### src/rtl/tma_pkg.sv
// Shared types and codes for the trimmed moving average block.
package tma_pkg;

    localparam int SampleW = 16;

    typedef logic signed [SampleW-1:0] sample_t;

    localparam logic KIND_ADD   = 1'b0;
    localparam logic KIND_QUERY = 1'b1;

    typedef enum logic [2:0] {
        S_IDLE,
        S_SCAN,
        S_FLUSH,
        S_START,
        S_DIV,
        S_DONE
    } state_t;

endpackage

### src/rtl/trimmed_moving_average.sv
// Top level of the trimmed moving average: sample ring, scan sequencer and result register.
//
// The block stores the last DEPTH signed samples in a ring and answers each query with the
// rounded mean, or, in trimmed mode once the ring is full, with the rounded mean of the
// middle KEEP values in sorted order. An add beat produces no result. A query on an
// empty ring skips the scan and the divider and goes straight to the result register.
// For a plain mean, one comparator and accumulator visit one stored entry per cycle, then
// a divider produces one quotient bit per cycle. For a trimmed mean, each entry is ranked
// against every other entry through that same comparator, one pair per cycle, read from a
// dual-port RAM. The input is stalled for the whole of a query; a finished result waits in
// an output register, so add beats are taken while it is still held.
module trimmed_moving_average
    import tma_pkg::*;
#(
    parameter int DEPTH = 16,
    parameter int KEEP  = 8
) (
    input  logic    clk,
    input  logic    rst_n,
    input  logic    cfg_wr_en,
    input  logic    cfg_wr_data,
    input  logic    in_valid,
    output logic    in_stall,
    input  logic    kind,
    input  sample_t sample,
    output logic    out_valid,
    input  logic    out_stall,
    output sample_t average,
    output logic    empty_res
);

    localparam int AW        = $clog2(DEPTH);
    localparam int DW        = $clog2(DEPTH + 1);
    localparam int SW        = SampleW + AW;
    localparam int NW        = SW + 2;
    localparam int DENW      = DW + 1;
    localparam int KeepEff   = (KEEP > DEPTH) ? DEPTH : KEEP;
    localparam int TrimStart = (DEPTH - KeepEff) / 2;
    localparam int TrimEnd   = TrimStart + KeepEff;

    state_t state_reg;
    state_t state_next;

    logic [AW-1:0]        wp_reg;
    logic                 full_reg;
    logic                 trimmed_mode_reg;
    logic                 trim_reg;
    logic                 empty_q_reg;
    logic [DW-1:0]        div_reg;
    logic [AW-1:0]        i_reg;
    logic [AW-1:0]        j_reg;
    logic                 p_valid_reg;
    logic [AW-1:0]        p_i_reg;
    logic [AW-1:0]        p_j_reg;
    logic                 p_last_reg;
    logic [AW-1:0]        rank_reg;
    logic signed [SW-1:0] sum_reg;
    logic                 out_valid_reg;
    sample_t              average_reg;
    logic                 empty_res_reg;

    logic                   in_accept;
    logic                   add_acc;
    logic                   query_acc;
    logic                   is_empty;
    logic                   last_i;
    logic                   last_j;
    logic                   scan_issue;
    logic                   div_start;
    logic                   out_load;
    logic                   stall_c;
    logic [SampleW-1:0]     rd_a;
    logic [SampleW-1:0]     rd_b;
    sample_t                pivot;
    sample_t                other;
    logic                   b_less;
    logic [AW-1:0]          rank_fin;
    logic                   in_window;
    sample_t                addend;
    logic signed [SW-1:0]   addend_ext;
    logic signed [SW-1:0]   sum_next;
    logic signed [NW-1:0]   num_c;
    logic [DENW-1:0]        den_c;
    logic                   div_busy;
    sample_t                div_quot;

    assign in_accept = in_valid && !in_stall;
    assign add_acc   = in_accept && (kind == KIND_ADD);
    assign query_acc = in_accept && (kind == KIND_QUERY);
    assign is_empty  = !full_reg && (wp_reg == '0);
    assign last_j    = j_reg == AW'(DEPTH - 1);
    assign last_i    = !trim_reg || (i_reg == AW'(DEPTH - 1));

    tma_ram #(
        .WIDTH (SampleW),
        .DEPTH (DEPTH)
    ) u_ram (
        .clk     (clk),
        .we      (add_acc),
        .waddr   (wp_reg),
        .wdata   (sample),
        .raddr_a (i_reg),
        .rdata_a (rd_a),
        .raddr_b (j_reg),
        .rdata_b (rd_b)
    );

    always_comb
    begin
        state_next = state_reg;
        case (state_reg)
            S_IDLE:
            begin
                if (query_acc)
                begin
                    state_next = is_empty ? S_DONE : S_SCAN;
                end
            end
            S_SCAN:
            begin
                if (last_j && last_i)
                begin
                    state_next = S_FLUSH;
                end
            end
            S_FLUSH:
            begin
                state_next = S_START;
            end
            S_START:
            begin
                state_next = S_DIV;
            end
            S_DIV:
            begin
                if (!div_busy)
                begin
                    state_next = S_DONE;
                end
            end
            S_DONE:
            begin
                if (out_load)
                begin
                    state_next = S_IDLE;
                end
            end
            default:
            begin
                state_next = S_IDLE;
            end
        endcase
    end

    always_comb
    begin
        stall_c    = 1'b1;
        scan_issue = 1'b0;
        div_start  = 1'b0;
        out_load   = 1'b0;
        case (state_reg)
            S_IDLE:
            begin
                stall_c = 1'b0;
            end
            S_SCAN:
            begin
                scan_issue = 1'b1;
            end
            S_START:
            begin
                div_start = 1'b1;
            end
            S_DONE:
            begin
                out_load = !out_valid_reg || !out_stall;
            end
            default:
            begin
                stall_c = 1'b1;
            end
        endcase
    end

    assign in_stall = stall_c;

    // Each stored entry is ranked by counting the entries that sort ahead of it; equal values
    // are ordered by address, so the ranks form the same order as a stable sort.
    assign pivot      = rd_a;
    assign other      = rd_b;
    assign b_less     = (other < pivot) || ((other == pivot) && (p_j_reg < p_i_reg));
    assign rank_fin   = rank_reg + AW'(b_less);
    assign in_window  = ({1'b0, rank_fin} >= (AW + 1)'(TrimStart))
                     && ({1'b0, rank_fin} < (AW + 1)'(TrimEnd));

    always_comb
    begin
        addend = '0;
        if (trim_reg)
        begin
            if (p_last_reg && in_window)
            begin
                addend = pivot;
            end
        end
        else if (full_reg || (p_j_reg < wp_reg))
        begin
            addend = other;
        end
    end

    assign addend_ext = SW'(addend);
    assign sum_next   = sum_reg + addend_ext;

    assign num_c = {sum_reg[SW-1], sum_reg, 1'b0} + NW'(div_reg);
    assign den_c = {div_reg, 1'b0};

    tma_div #(
        .NUM_W (NW),
        .DEN_W (DENW)
    ) u_div (
        .clk   (clk),
        .rst_n (rst_n),
        .start (div_start),
        .num   (num_c),
        .den   (den_c),
        .busy  (div_busy),
        .quot  (div_quot)
    );

    always_ff @(posedge clk or negedge rst_n)
    begin
        if (!rst_n)
        begin
            state_reg        <= S_IDLE;
            wp_reg           <= '0;
            full_reg         <= 1'b0;
            trimmed_mode_reg <= 1'b0;
            i_reg            <= '0;
            j_reg            <= '0;
            p_valid_reg      <= 1'b0;
            rank_reg         <= '0;
            out_valid_reg    <= 1'b0;
        end
        else
        begin
            state_reg   <= state_next;
            p_valid_reg <= scan_issue;
            if (cfg_wr_en)
            begin
                trimmed_mode_reg <= cfg_wr_data;
            end
            if (add_acc)
            begin
                if (wp_reg == AW'(DEPTH - 1))
                begin
                    wp_reg   <= '0;
                    full_reg <= 1'b1;
                end
                else
                begin
                    wp_reg <= wp_reg + AW'(1);
                end
            end
            if (query_acc)
            begin
                i_reg    <= '0;
                j_reg    <= '0;
                rank_reg <= '0;
            end
            else if (scan_issue)
            begin
                if (last_j)
                begin
                    j_reg <= '0;
                    i_reg <= i_reg + AW'(1);
                end
                else
                begin
                    j_reg <= j_reg + AW'(1);
                end
            end
            if (p_valid_reg)
            begin
                rank_reg <= p_last_reg ? '0 : rank_fin;
            end
            if (out_load)
            begin
                out_valid_reg <= 1'b1;
            end
            else if (!out_stall)
            begin
                out_valid_reg <= 1'b0;
            end
        end
    end

    always_ff @(posedge clk)
    begin
        p_i_reg    <= i_reg;
        p_j_reg    <= j_reg;
        p_last_reg <= last_j;
        if (query_acc)
        begin
            sum_reg     <= '0;
            trim_reg    <= trimmed_mode_reg && full_reg;
            empty_q_reg <= is_empty;
            if (trimmed_mode_reg && full_reg)
            begin
                div_reg <= DW'(KeepEff);
            end
            else if (full_reg)
            begin
                div_reg <= DW'(DEPTH);
            end
            else
            begin
                div_reg <= DW'(wp_reg);
            end
        end
        else if (p_valid_reg)
        begin
            sum_reg <= sum_next;
        end
        if (out_load)
        begin
            average_reg   <= empty_q_reg ? '0 : div_quot;
            empty_res_reg <= empty_q_reg;
        end
    end

    assign out_valid = out_valid_reg;
    assign average   = average_reg;
    assign empty_res = empty_res_reg;

    a_wp_range: assert property (@(posedge clk) disable iff (!rst_n)
        wp_reg <= AW'(DEPTH - 1))
        else $error("write pointer beyond the ring");

    a_full_on_wrap: assert property (@(posedge clk) disable iff (!rst_n)
        (add_acc && (wp_reg == AW'(DEPTH - 1))) |=> full_reg)
        else $error("ring not marked full after wrapping");

    a_div_in_state: assert property (@(posedge clk) disable iff (!rst_n)
        div_busy |-> (state_reg == S_DIV))
        else $error("divider busy outside the divide state");

    a_empty_result: assert property (@(posedge clk) disable iff (!rst_n)
        (out_load && empty_q_reg) |-> (!full_reg && (wp_reg == '0)))
        else $error("empty result while samples are stored");

endmodule

### src/rtl/tma_ram.sv
// Generic RAM with one write port and two registered read ports.
module tma_ram #(
    parameter int WIDTH = 16,
    parameter int DEPTH = 16,
    localparam int AW = (DEPTH > 1) ? $clog2(DEPTH) : 1
) (
    input  logic             clk,
    input  logic             we,
    input  logic [AW-1:0]    waddr,
    input  logic [WIDTH-1:0] wdata,
    input  logic [AW-1:0]    raddr_a,
    output logic [WIDTH-1:0] rdata_a,
    input  logic [AW-1:0]    raddr_b,
    output logic [WIDTH-1:0] rdata_b
);

    logic [WIDTH-1:0] mem_reg [DEPTH];
    logic [WIDTH-1:0] rdata_a_reg;
    logic [WIDTH-1:0] rdata_b_reg;

    always_ff @(posedge clk)
    begin
        if (we)
        begin
            mem_reg[waddr] <= wdata;
        end
        rdata_a_reg <= mem_reg[raddr_a];
        rdata_b_reg <= mem_reg[raddr_b];
    end

    assign rdata_a = rdata_a_reg;
    assign rdata_b = rdata_b_reg;

endmodule

### src/rtl/tma_div.sv
// Restoring divider, one quotient bit per cycle, quotient truncated towards zero.
module tma_div
    import tma_pkg::*;
#(
    parameter int NUM_W = 24,
    parameter int DEN_W = 8
) (
    input  logic                    clk,
    input  logic                    rst_n,
    input  logic                    start,
    input  logic signed [NUM_W-1:0] num,
    input  logic [DEN_W-1:0]        den,
    output logic                    busy,
    output sample_t                 quot
);

    localparam int CntW = $clog2(NUM_W + 1);

    logic             busy_reg;
    logic [CntW-1:0]  cnt_reg;
    logic [NUM_W-1:0] q_reg;
    logic [DEN_W-1:0] rem_reg;
    logic [DEN_W-1:0] den_reg;
    logic             neg_reg;

    logic [NUM_W-1:0] num_u;
    logic [NUM_W-1:0] mag_in;
    logic [DEN_W:0]   trial;
    logic [DEN_W:0]   diff;
    logic             fits;
    logic [DEN_W-1:0] rem_next;
    logic [NUM_W-1:0] quot_full;

    assign num_u  = num;
    assign mag_in = num_u[NUM_W-1] ? (NUM_W'(~num_u) + NUM_W'(1)) : num_u;

    assign trial    = {rem_reg, q_reg[NUM_W-1]};
    assign fits     = trial >= {1'b0, den_reg};
    assign diff     = trial - {1'b0, den_reg};
    assign rem_next = fits ? diff[DEN_W-1:0] : trial[DEN_W-1:0];

    always_ff @(posedge clk or negedge rst_n)
    begin
        if (!rst_n)
        begin
            busy_reg <= 1'b0;
            cnt_reg  <= '0;
        end
        else if (start)
        begin
            busy_reg <= 1'b1;
            cnt_reg  <= '0;
        end
        else if (busy_reg)
        begin
            cnt_reg <= cnt_reg + CntW'(1);
            if (cnt_reg == CntW'(NUM_W - 1))
            begin
                busy_reg <= 1'b0;
            end
        end
    end

    always_ff @(posedge clk)
    begin
        if (start)
        begin
            q_reg   <= mag_in;
            rem_reg <= '0;
            den_reg <= den;
            neg_reg <= num_u[NUM_W-1];
        end
        else if (busy_reg)
        begin
            q_reg   <= {q_reg[NUM_W-2:0], fits};
            rem_reg <= rem_next;
        end
    end

    assign quot_full = neg_reg ? (NUM_W'(~q_reg) + NUM_W'(1)) : q_reg;
    assign quot      = quot_full[SampleW-1:0];
    assign busy      = busy_reg;

endmodule

### config.mk
export PLATFORM = sky130hd
export DESIGN_NAME = trimmed_moving_average
export DESIGN_NICKNAME = d
export VERILOG_FILES = /design/src/rtl/tma_pkg.sv /design/src/rtl/trimmed_moving_average.sv /design/src/rtl/tma_ram.sv /design/src/rtl/tma_div.sv
export SDC_FILE = /design/constraint.sdc
export NUM_CORES = 1
export LEC_CHECK = 0
export ABC_AREA = 1
export ABC_CLOCK_PERIOD_IN_PS = 11160
export BUFFER_PORTS_ARGS = -buffer_cell sky130_fd_sc_hd__clkbuf_2
export CAP_MARGIN = 30
export CORE_MARGIN = 3
export CORE_UTILIZATION = 55
export DETAILED_ROUTE_END_ITERATION = 10
export PLACE_DENSITY = 0.7
export SLEW_MARGIN = 10
export SYNTH_ARGS = -nofsm -noshare
export SYNTH_HDL_FRONTEND = slang
export SYNTH_SLANG_ARGS = --single-unit
### constraint.sdc
create_clock -name clk -period 11.16 [get_ports clk]
set_clock_uncertainty 0.15 [all_clocks]
set_input_delay 1.674 -clock clk [delete_from_list [all_inputs] [get_ports clk]]
set_output_delay 1.674 -clock clk [all_outputs]
set_load 0.02 [all_outputs]
=== After elaboration in Yosys (flattened, before gate mapping) ===
Memories as Yosys holds them, arrays and structs flattened. A register that Yosys moved wholly into a read port is not among the register bits.
Cells that the tools add are included.

* Output and inout bits: 19
* Input port bits: 23
* Bits in registers: 116
* Memory bits (writable): 256
* Memories: 1
* Logic and storage cells: 125

* Reduce and logical (&&, ||, !) cells: 27
* Add/sub/neg operators: 10
* Equality and inequality tests: 15
* Muxes and demuxes: 38
* Bitwise gates (word level): 3
* Order comparisons: 6

{| class="wikitable"
|+ Memories
! memory !! depth !! width !! read ports !! clocked after memory_dff !! write ports !! RTL line !! source
|-
| u_ram.mem_reg || 16 || 16 || 2 || 2 || 1 || tma_ram.sv:17 || <nowiki>logic [WIDTH-1:0] mem_reg [DEPTH];</nowiki>
|}

{| class="wikitable"
|+ Operators with widths
! kind !! count
|-
| $mux W22 || 3
|-
| $mux W16 || 4
|-
| $mux W4 || 10
|-
| $add A21 B6 Y22 || 1
|-
| $add A22 B1 Y22 const B || 1
|-
| $not A22 Y22 || 1
|-
| $add A20 B16 Y20 || 1
|-
| $pmux W3 S6 || 1
|-
| $add A16 B1 Y16 const B || 1
|-
| $eq A16 B16 Y1 || 1
|-
| $lt A16 B16 Y1 || 1
|-
| $not A16 Y16 || 1
|-
| $mux W3 || 5
|-
| $mux W5 || 3
|-
| $add A4 B1 Y4 const B || 3
|-
| $eq A4 B4 Y1 const B || 3
|-
| $mux W1 || 11
|-
| $logic_and A1 B1 Y1 || 9
|-
| $lt A4 B4 Y1 || 2
|-
| $ne A2 B2 Y1 const B || 4
|-
| $reduce_bool A2 Y1 || 4
|-
| $ge A7 B6 Y1 || 1
|-
| $eq A3 B2 Y1 const B || 2
|-
| $eq A3 B3 Y1 const B || 2
|-
| 17 further kinds || 24
|}

=== Logic depth before layout (Yosys ltp) ===
Gate-level depths: netlist of run 1.

* Depth in word-level cells: 10
* Gate-level depth with buffers: 31
* Depth with buffers taken out: 30

=== Cells and area by module ===
A second synthesis of run 1 with hierarchy kept.

* Cells, all modules: 2803
* Area total of the unflattened synthesis: 22766.8 µm²

{| class="wikitable"
|+ Modules (own cells, without submodules)
! module !! cells each !! times used !! area an instance (µm²)
|-
| tma_ram || 1673 || 1 || 14380.0
|-
| trimmed_moving_average || 740 || 1 || 5479.0
|-
| tma_div || 390 || 1 || 2907.8
|}

=== Worst setup path after synthesis of run 1 ===
Ideal clock, no wire load.

* Kind: register to register
* Start point: register u_ram.rdata_a_reg[15] (netlist: u_ram.rdata_a[15]), read port of u_ram.mem_reg
* End point: register sum_reg[11]
* Required time: 10894 ps
* Stages on the path, launching flop included: 28
* Slack: 6727 ps
* Setup time: 116 ps
* Period minus slack after synthesis: 4433 ps
* Arrival: 4167 ps
* Path buffers: 1
* Cell sequence: dfxtp_1 > inv_1 > ha_1 > nand2_1 > inv_1 > nand3_1 > inv_1 > a211oi_1 > a21oi_1 > nand3b_1 > ha_1 > ha_1 > xnor2_1 > or2_2 > and3_1 > inv_1 > clkbuf_1 > o21ai_0 > ha_1 > o21ai_0 > inv_1 > a21oi_1 > inv_1 > a21oi_1 > or2_2 > nand3_1 > o211ai_1 > inv_1

* Longest elaborated chain between the ends: 10

{| class="wikitable"
|+ Ends and longest elaborated chain
! item !! RTL line !! source
|-
| from (decl) || tma_ram.sv:18 || <nowiki>logic [WIDTH-1:0] rdata_a_reg;</nowiki>
|-
| parallel branches: the longest is 2 deep, another holds $lt A16 B16 Y1 || n/a ||
|-
| $logic_or A1 B1 Y1 (*) || trimmed_moving_average.sv:191 || <nowiki>assign b_less = (other < pivot) || ((other == pivot) && (p_j_reg < p_i_reg));</nowiki>
|-
| $add A4 B1 Y4 (*) || trimmed_moving_average.sv:192 || <nowiki>assign rank_fin = rank_reg + AW'(b_less);</nowiki>
|-
| $ge A4 B3 Y1 / $lt A4 B4 Y1 (equally long branches) || trimmed_moving_average.sv:193, trimmed_moving_average.sv:194 ||
|-
| $logic_and A1 B1 Y1 (*) || trimmed_moving_average.sv:194 || <nowiki>&& ({1'b0, rank_fin} < (AW + 1)'(TrimEnd));</nowiki>
|-
| $logic_and A1 B1 Y1 (*) || trimmed_moving_average.sv:201 || <nowiki>if (p_last_reg && in_window)</nowiki>
|-
| $mux W16 (*) || trimmed_moving_average.sv:201 ||
|-
| $mux W16 (*) || trimmed_moving_average.sv:199 || <nowiki>if (trim_reg)</nowiki>
|-
| $add A20 B16 Y20 (*) || trimmed_moving_average.sv:213 || <nowiki>assign sum_next = sum_reg + addend_ext;</nowiki>
|-
| to (signal assigned) || trimmed_moving_average.sv:323 || <nowiki>sum_reg <= sum_next;</nowiki>
|-
| to (decl) || trimmed_moving_average.sv:57 || <nowiki>logic signed [SW-1:0] sum_reg;</nowiki>
|}

Every way passes the cells marked *.
A chain may end at the register's enable or synchronous reset.

=== Worst setup path in the final report of run 1 ===
* Start point: register u_ram.rdata_a_reg[15] (netlist: u_ram.rdata_a[15]), read port of u_ram.mem_reg
* End point: register sum_reg[13]

Same word-level chain as after synthesis.

==> results of run 1 <==
## power breakdown
| part | total (mW) | switching (mW) | internal, mW |
|---|---|---|---|
| logic | 2.82 | 1.88 | 0.936 |
| clock network | 1.37 | 0.578 | 0.792 |
| registers | 2.22 | 0.304 | 1.92 |
## final cells by class
class	count	share of cell area
clock buffer	58	0.05016
clock inverter	18	0.007189
inverter	251	0.04101
multi-input combinational	1558	0.3628
sequential	404	0.4932
tap	504	0.02745
timing repair buffer	64	0.01819
## per-layer routing
metal | share of wire | vias to the layer above | track usage | wire length (um)
met5 | 0.00089 | - | 0 | 51
met4 | 0.033 | 8 | 0.09762 | 1885
met3 | 0.090 | 159 | 0.05727 | 5146
met2 | 0.46 | 731 | 0.4461 | 26580
met1 | 0.41 | 7906 | 0.3788 | 23550
li1 | - | 8131 | - | -
## layout by cell type, fill, tap and decap left out, drive strengths merged, types with 2 or more instances in the layout
cell type and count:
bufinv 3, o21bai 6, a221oi 2, a31oi 2
a211oi 4, fa 3, a21oi 200, o22ai 3
inv 247, o21a 5, clkbuf 99, nand4 20
a21o 3, nor4 2, a32o 2, buf 23
o221ai 2, and2 3, edfxtp 308, dfrtp 29
ha 62, o21ai 370, or2 4, o211ai 79
xor2 20, nand2 335, nor2 188, a22oi 2
o31ai 2, nand3b 5, clkinv 19, a21boi 2
dfxtp 67, xnor2 9, nor3 31, and3 2
nand3 185
## kinds of logic after synthesis
kind of cell             synth area share
AND/OR/NAND/NOR                    0.1615
AO/OA/AOI/OAI                      0.1793
flip-flops                         0.5402
buffers and inverters             0.06654
adder cells (fa/ha/maj)           0.03990
XOR/XNOR                          0.01213
multiplexers                    0.0005375
## how the worst max path moves through the flow
stage             endpoint  slack (ps)  cells past startpoint
4_1_cts        sum_reg[13]        6100                     24
5_1_grt        sum_reg[13]        5470                     24
2_1_floorplan  sum_reg[11]        6730                     27
6_report       sum_reg[13]        6100                     24
3_3_place_gp   sum_reg[13]        6120                     24
3_5_place_dp   sum_reg[13]        6110                     24
## worst register-to-register path, cell delays in order (launching register included)
cell      delay [ps]
dfxtp_1          330
inv_1             40
ha_1             310
nand2_1          100
inv_1             40
nand3_1           80
inv_1             40
a211oi_1         290
a21oi_1          100
nand3b_1         160
ha_1             200
ha_1             190
xnor2_1          150
or2_2            290
and3_1           180
inv_1            320
o21ai_0          240
ha_1             410
nand2_1          130
nor4_1           500
a21oi_1          210
o21bai_1         190
xor2_1           190
o21bai_1          90
inv_1             70
## stage by stage
stage	hold slack [ps]	cells	total power, mW	setup WS [ps]	utilization
floorplan	195.4	2329	4.207	6727	-
global placement	239.1	2778	4.947	6124	0.5829
detailed placement	253.3	2780	5.014	6106	0.5840
CTS	268.4	2856	6.388	6099	0.6196
global route	287.3	2857	6.890	5473	0.6201
finish	265.4	2857	6.409	6099	0.6201
==> results.toml, run 1 <==
[critical_path]
max_stage_delay_ps = 500
worstPathCellList = "inv_1 > ha_1 > nand2_1 > inv_1 > nand3_1 > inv_1 > a211oi_1 > a21oi_1 > nand3b_1 > ha_1 > ha_1 > xnor2_1 > or2_2 > and3_1 > inv_1 > o21ai_0 > ha_1 > nand2_1 > nor4_1 > a21oi_1 > o21bai_1 > xor2_1 > o21bai_1 > inv_1"
r2r_start = "u_ram.rdata_a[15]"
slowest_stage = "nor4_1"
crit_required_ps = 11520
reg2reg_depth = 24
critPathTopFamily = "simple AND/OR/NAND/NOR gates"
r2r-end = "sum_reg[13]"
crit_path_end_kind = "register"
cp-start-kind = "register"
rrSetupSlack_ps = 6100
worstPathArrival_ps = 5420
crit_buf_inv = 5
critical_path_class = "reg2reg"
critPathLaunch = "u_ram.rdata_a[15]"
crit_fanout = 14
cp_common_cell = "inv_1"

[drt]
drc = 0
first_pass_iters = 8
ant_nets = 0
avgRoutedWirePerCell_um = 20.03
vias_per_cell = 5.928
drtIter0Drc = 1887
routed_wl_um = 57210
vias = 16940

[power]
power.density_nw_per_um2 = 279.0
ir_worst_vdd_mv = 0.2752
p_leak_nw = 8.916

[yosys]
seq_area_frac_synth = 0.5402
dominantRegCellSynth = "edfxtp_1"
synth_cell_type_count = 55
synth_edf_count = 308
synthCells = 2329
syn-num-nets = 2417
ys_top_cells_by_area = "edfxtp_1 (44%), o21ai_0 (8.5%), dfxtp_1 (6.4%)"
syn_avg_cell_area_um2 = 8.994
ys_ff_latch = 404
synth.most_common_cell = "o21ai_0"
synth_area_um2 = 20950
ys_async_sr_fraction = 0.07178
synth_commonest_cells = "o21ai_0 (356), nand2_1 (326), edfxtp_1 (308)"
yosysWarnings = 0
yosysTopAreaCell = "edfxtp_1"
synth_top_area_frac = 0.4415

[cells_and_area]
fin_nets = 2410
multi_input_area_um2 = 8335
layout-drive-gt1-share = 0.07480
fillCellCount = 3088
diodes = 0
area_growth_pct = 9.676
regArea_um2 = 11330
largest_reg_flops = 256
final_cell_area_um2 = 22970

[hold_path]
hp-class = "reg2reg"
worstHoldStart = "i_reg[3]"
worstHoldPathCells = 0
whs_endpoint = "p_i_reg[3]"

[sta]
hold_viol_final = 0
setup_viol = 0
fmaxAchievable_mhz = 197.6
setup_tns_ps = 0
worstMarginPinSlew_ps = 1001
fin_crit_ps = 5061
relSlewSlack = 0.3319
rsz0062_at_grt = "false"
maxSlewViolCount = 0
period_share = 0.4535

[placed_design]
gp_congestion = 0.9151
io_buffers = 41
placed_cell_area_um2 = 21640
dp_hpwl_um = 36090

[global_routing]
overflow = 0
grt_usage = 0.2781
grt_pass1_vias = 15840
antenna_found_initial = 4
grt_max_degree = 100
grt_pass1_wl_um = 88210

[flow_run]
drv_cap = 0

[die]
initial_core_util = 0.5654
coreArea_um2 = 37050
boundaryPins = 42
rows = 70
die_w_um = 201.2
dieArea_um2 = 40460
die_y_um = 201.2

[cts]
cts_hold_buf = 0
postCtsSetupBuffers = 0
clockBufferDepth = 3
ctsResizeCount = 0
path_clk_slew_ps = 60
clock-sinks = 404
cts_made_buffers = 43
ctsRootBufferMaster = "clkbuf_16"
clkLatencyLatePin_ps = 570
cts_tree = "built"
htree_num_levels = 2

[run_status]
status = "complete, no violations"
Note: power is estimated with default switching activity, not from simulation.
==> run 2, diff against run 1 <==
ABC_CLOCK_PERIOD_IN_PS = 4370   (was 11160)
PLACE_DENSITY = 0.73   (was 0.7)
clock period = 4.37 ns   (was 11.16 ns; I/O delays follow)
==> run 2 against run 1 <==
Effect of this change:
- the flow now finishes with violations (setup timing)
- highest routed layer is now met4
- critical endpoint is now sum_reg[16]
- first-iteration DRC count down 9.1%
- via count up 4.4%
- routed wire length up 3.5%
- sequential cell count unchanged
- die area unchanged
- sequential share of layout area down 2.6 points
- worst hold slack worse by 250 ps
- sequential power rose to 2.6 times the previous value
- global-route usage up 0.79 points
- final area up 5.6%
==> results.toml, run 2 (synthesis results as in run 1) <==
[run_status]
status = "finished, violations left"
violations = "setup timing"

[sta]
worstMarginPinSlew_ps = 1004
maxSlewViolCount = 0
period_share = 1.006
setup_tns_ps = -25.30
rsz0062_at_grt = "true"
fin_crit_ps = 4395
postLayoutSetupSlackWorst_ps = -25.30
setup_viol = 1
relSlewSlack = 0.3263
hold_viol_final = 0
fmaxAchievable_mhz = 227.5

[cts]
clkLatencyLatePin_ps = 580
clock-sinks = 404
path_clk_slew_ps = 60
cts_tree = "built"
ctsRootBufferMaster = "clkbuf_16"
htree_num_levels = 2
clockBufferDepth = 3
cts_made_buffers = 43

[drt]
vias_per_cell = 5.935
avgRoutedWirePerCell_um = 19.88
ant_nets = 0
drtIter0Drc = 1715
drc = 0
first_pass_iters = 6
routed_wl_um = 59210
vias = 17680

[cells_and_area]
final_cell_area_um2 = 24260
fin_nets = 2528
instances_no_fill = 2979
mostFrequentLayoutCells = "o21ai_0 (337), nand2_1 (318), edfxtp_1 (308)"
finish.utilization = 0.6549
final_common_cell = "o21ai_0"
largest_reg_flops = 256
area_growth_pct = 15.83
layout-drive-gt1-share = 0.1483

[power]
power.density_nw_per_um2 = 739.5
ir_worst_vdd_mv = 0.5051
p_leak_nw = 9.581

[placed_design]
place_inst = 2891
placed_cell_area_um2 = 22420
gp_congestion = 0.9087
dp_hpwl_um = 37810
io_buffers = 41

[critical_path]
max_stage_delay_ps = 360
slowest_stage = "ha_1"
cp-start-kind = "register"
r2r_start = "u_ram.rdata_a[1]"
rrSetupSlack_ps = -30
reg2reg_depth = 28
crit_required_ps = 4680
worstPathArrival_ps = 4710
crit_path_end_kind = "register"
crit_fanout = 8
r2r-end = "sum_reg[16]"
critical_path_class = "reg2reg"

[global_routing]
grt_usage = 0.2859
antenna_found_initial = 1
grt_pass1_vias = 16830
overflow = 0
grt_max_degree = 119
grt_pass1_wl_um = 91440

[hold_path]
hp-class = "in2async"

[die]
die_y_um = 201.2
die_w_um = 201.2
boundaryPins = 42
rows = 70
coreArea_um2 = 37050
initial_core_util = 0.5654
dieArea_um2 = 40460

[flow_run]
drv_cap = 0
## run 2: cell types whose count changed in the layout (fill, tap and decap cells not counted), moves of 14 or more
| cell | previous run | this run |
|---|---|---|
| buf_4 | 20 | 134 |
| o21ai_0 | 356 | 337 |
| a21oi_1 | 200 | 183 |
| a21oi_2 | 0 | 15 |
| nor2_2 | 14 | 28 |
| o21ai_1 | 12 | 26 |
## run 2: worst max-delay path, delay by kind of cell, from the launching register on
kind | cells | cell delay [ps]
AOI/OAI and AO/OA | 8 | 1250
and+or+nand+nor | 10 | 1040
adders and majority gates | 3 | 830
buffers and inverters | 6 | 520
DFF | 1 | 320
xor gates and xnor gates | 1 | 170
## run 2: worst max-delay path by stage
| stage | start | endpoint | slack, ps | cells past startpoint |
|---|---|---|---|---|
| global route | u_ram.rdata_a[1] | sum_reg[16] | -210 | 28 |
| global placement | u_ram.rdata_a[15] | sum_reg[13] | -260 | 25 |
| detailed placement | u_ram.rdata_a[9] | sum_reg[13] | -380 | 23 |
| floorplan | u_ram.rdata_a[15] | sum_reg[10] | 20 | 27 |
| finish | u_ram.rdata_a[1] | sum_reg[16] | -30 | 28 |
| CTS | u_ram.rdata_a[1] | sum_reg[16] | 6 | 28 |
## run 2: metrics by stage
step	hold slack (ps)	setup slack [ps]	total power, mW
after floorplan	195.4	17.26	10.75
after global placement	234.1	-261.7	13.44
after detailed placement	235.6	-381.7	13.70
after CTS	22.28	6.464	17.54
after global routing	74.01	-211.6	19.17
final	18.55	-25.30	17.94
## run 2: layout make-up
class	count	area [um^2]
well taps	504	630.6
inverters	251	944.7
repair buffers	182	1349
multi-input cells	1558	8600
clock inverters	19	215.2
fillers	2933	12780
diodes	1	2.502
flip-flops and latches	404	11330
clock buffers	60	1190
## run 2: routing by layer
layer / track usage / share of wire
met1: 0.3642 / 0.39
met2: 0.4840 / 0.49
met3: 0.04902 / 0.080
met4: 0.1230 / 0.043
met5: 0 / 0
## run 2: power breakdown
part | leakage, nW | internal [mW] | switching (mW)
clock | 0.689 | 2.15 | 1.51
combinational | 5.16 | 3.25 | 5.21
sequential | 3.74 | 4.90 | 0.925
## run 2: what timing repair did
item                                    CTS  global route
hold buffers                              0             0
resized for setup                        42            57
pin swaps                                18            30
setup buffers                             1             6
gates cloned                              0             0
endpoints found under the setup margin   15            15
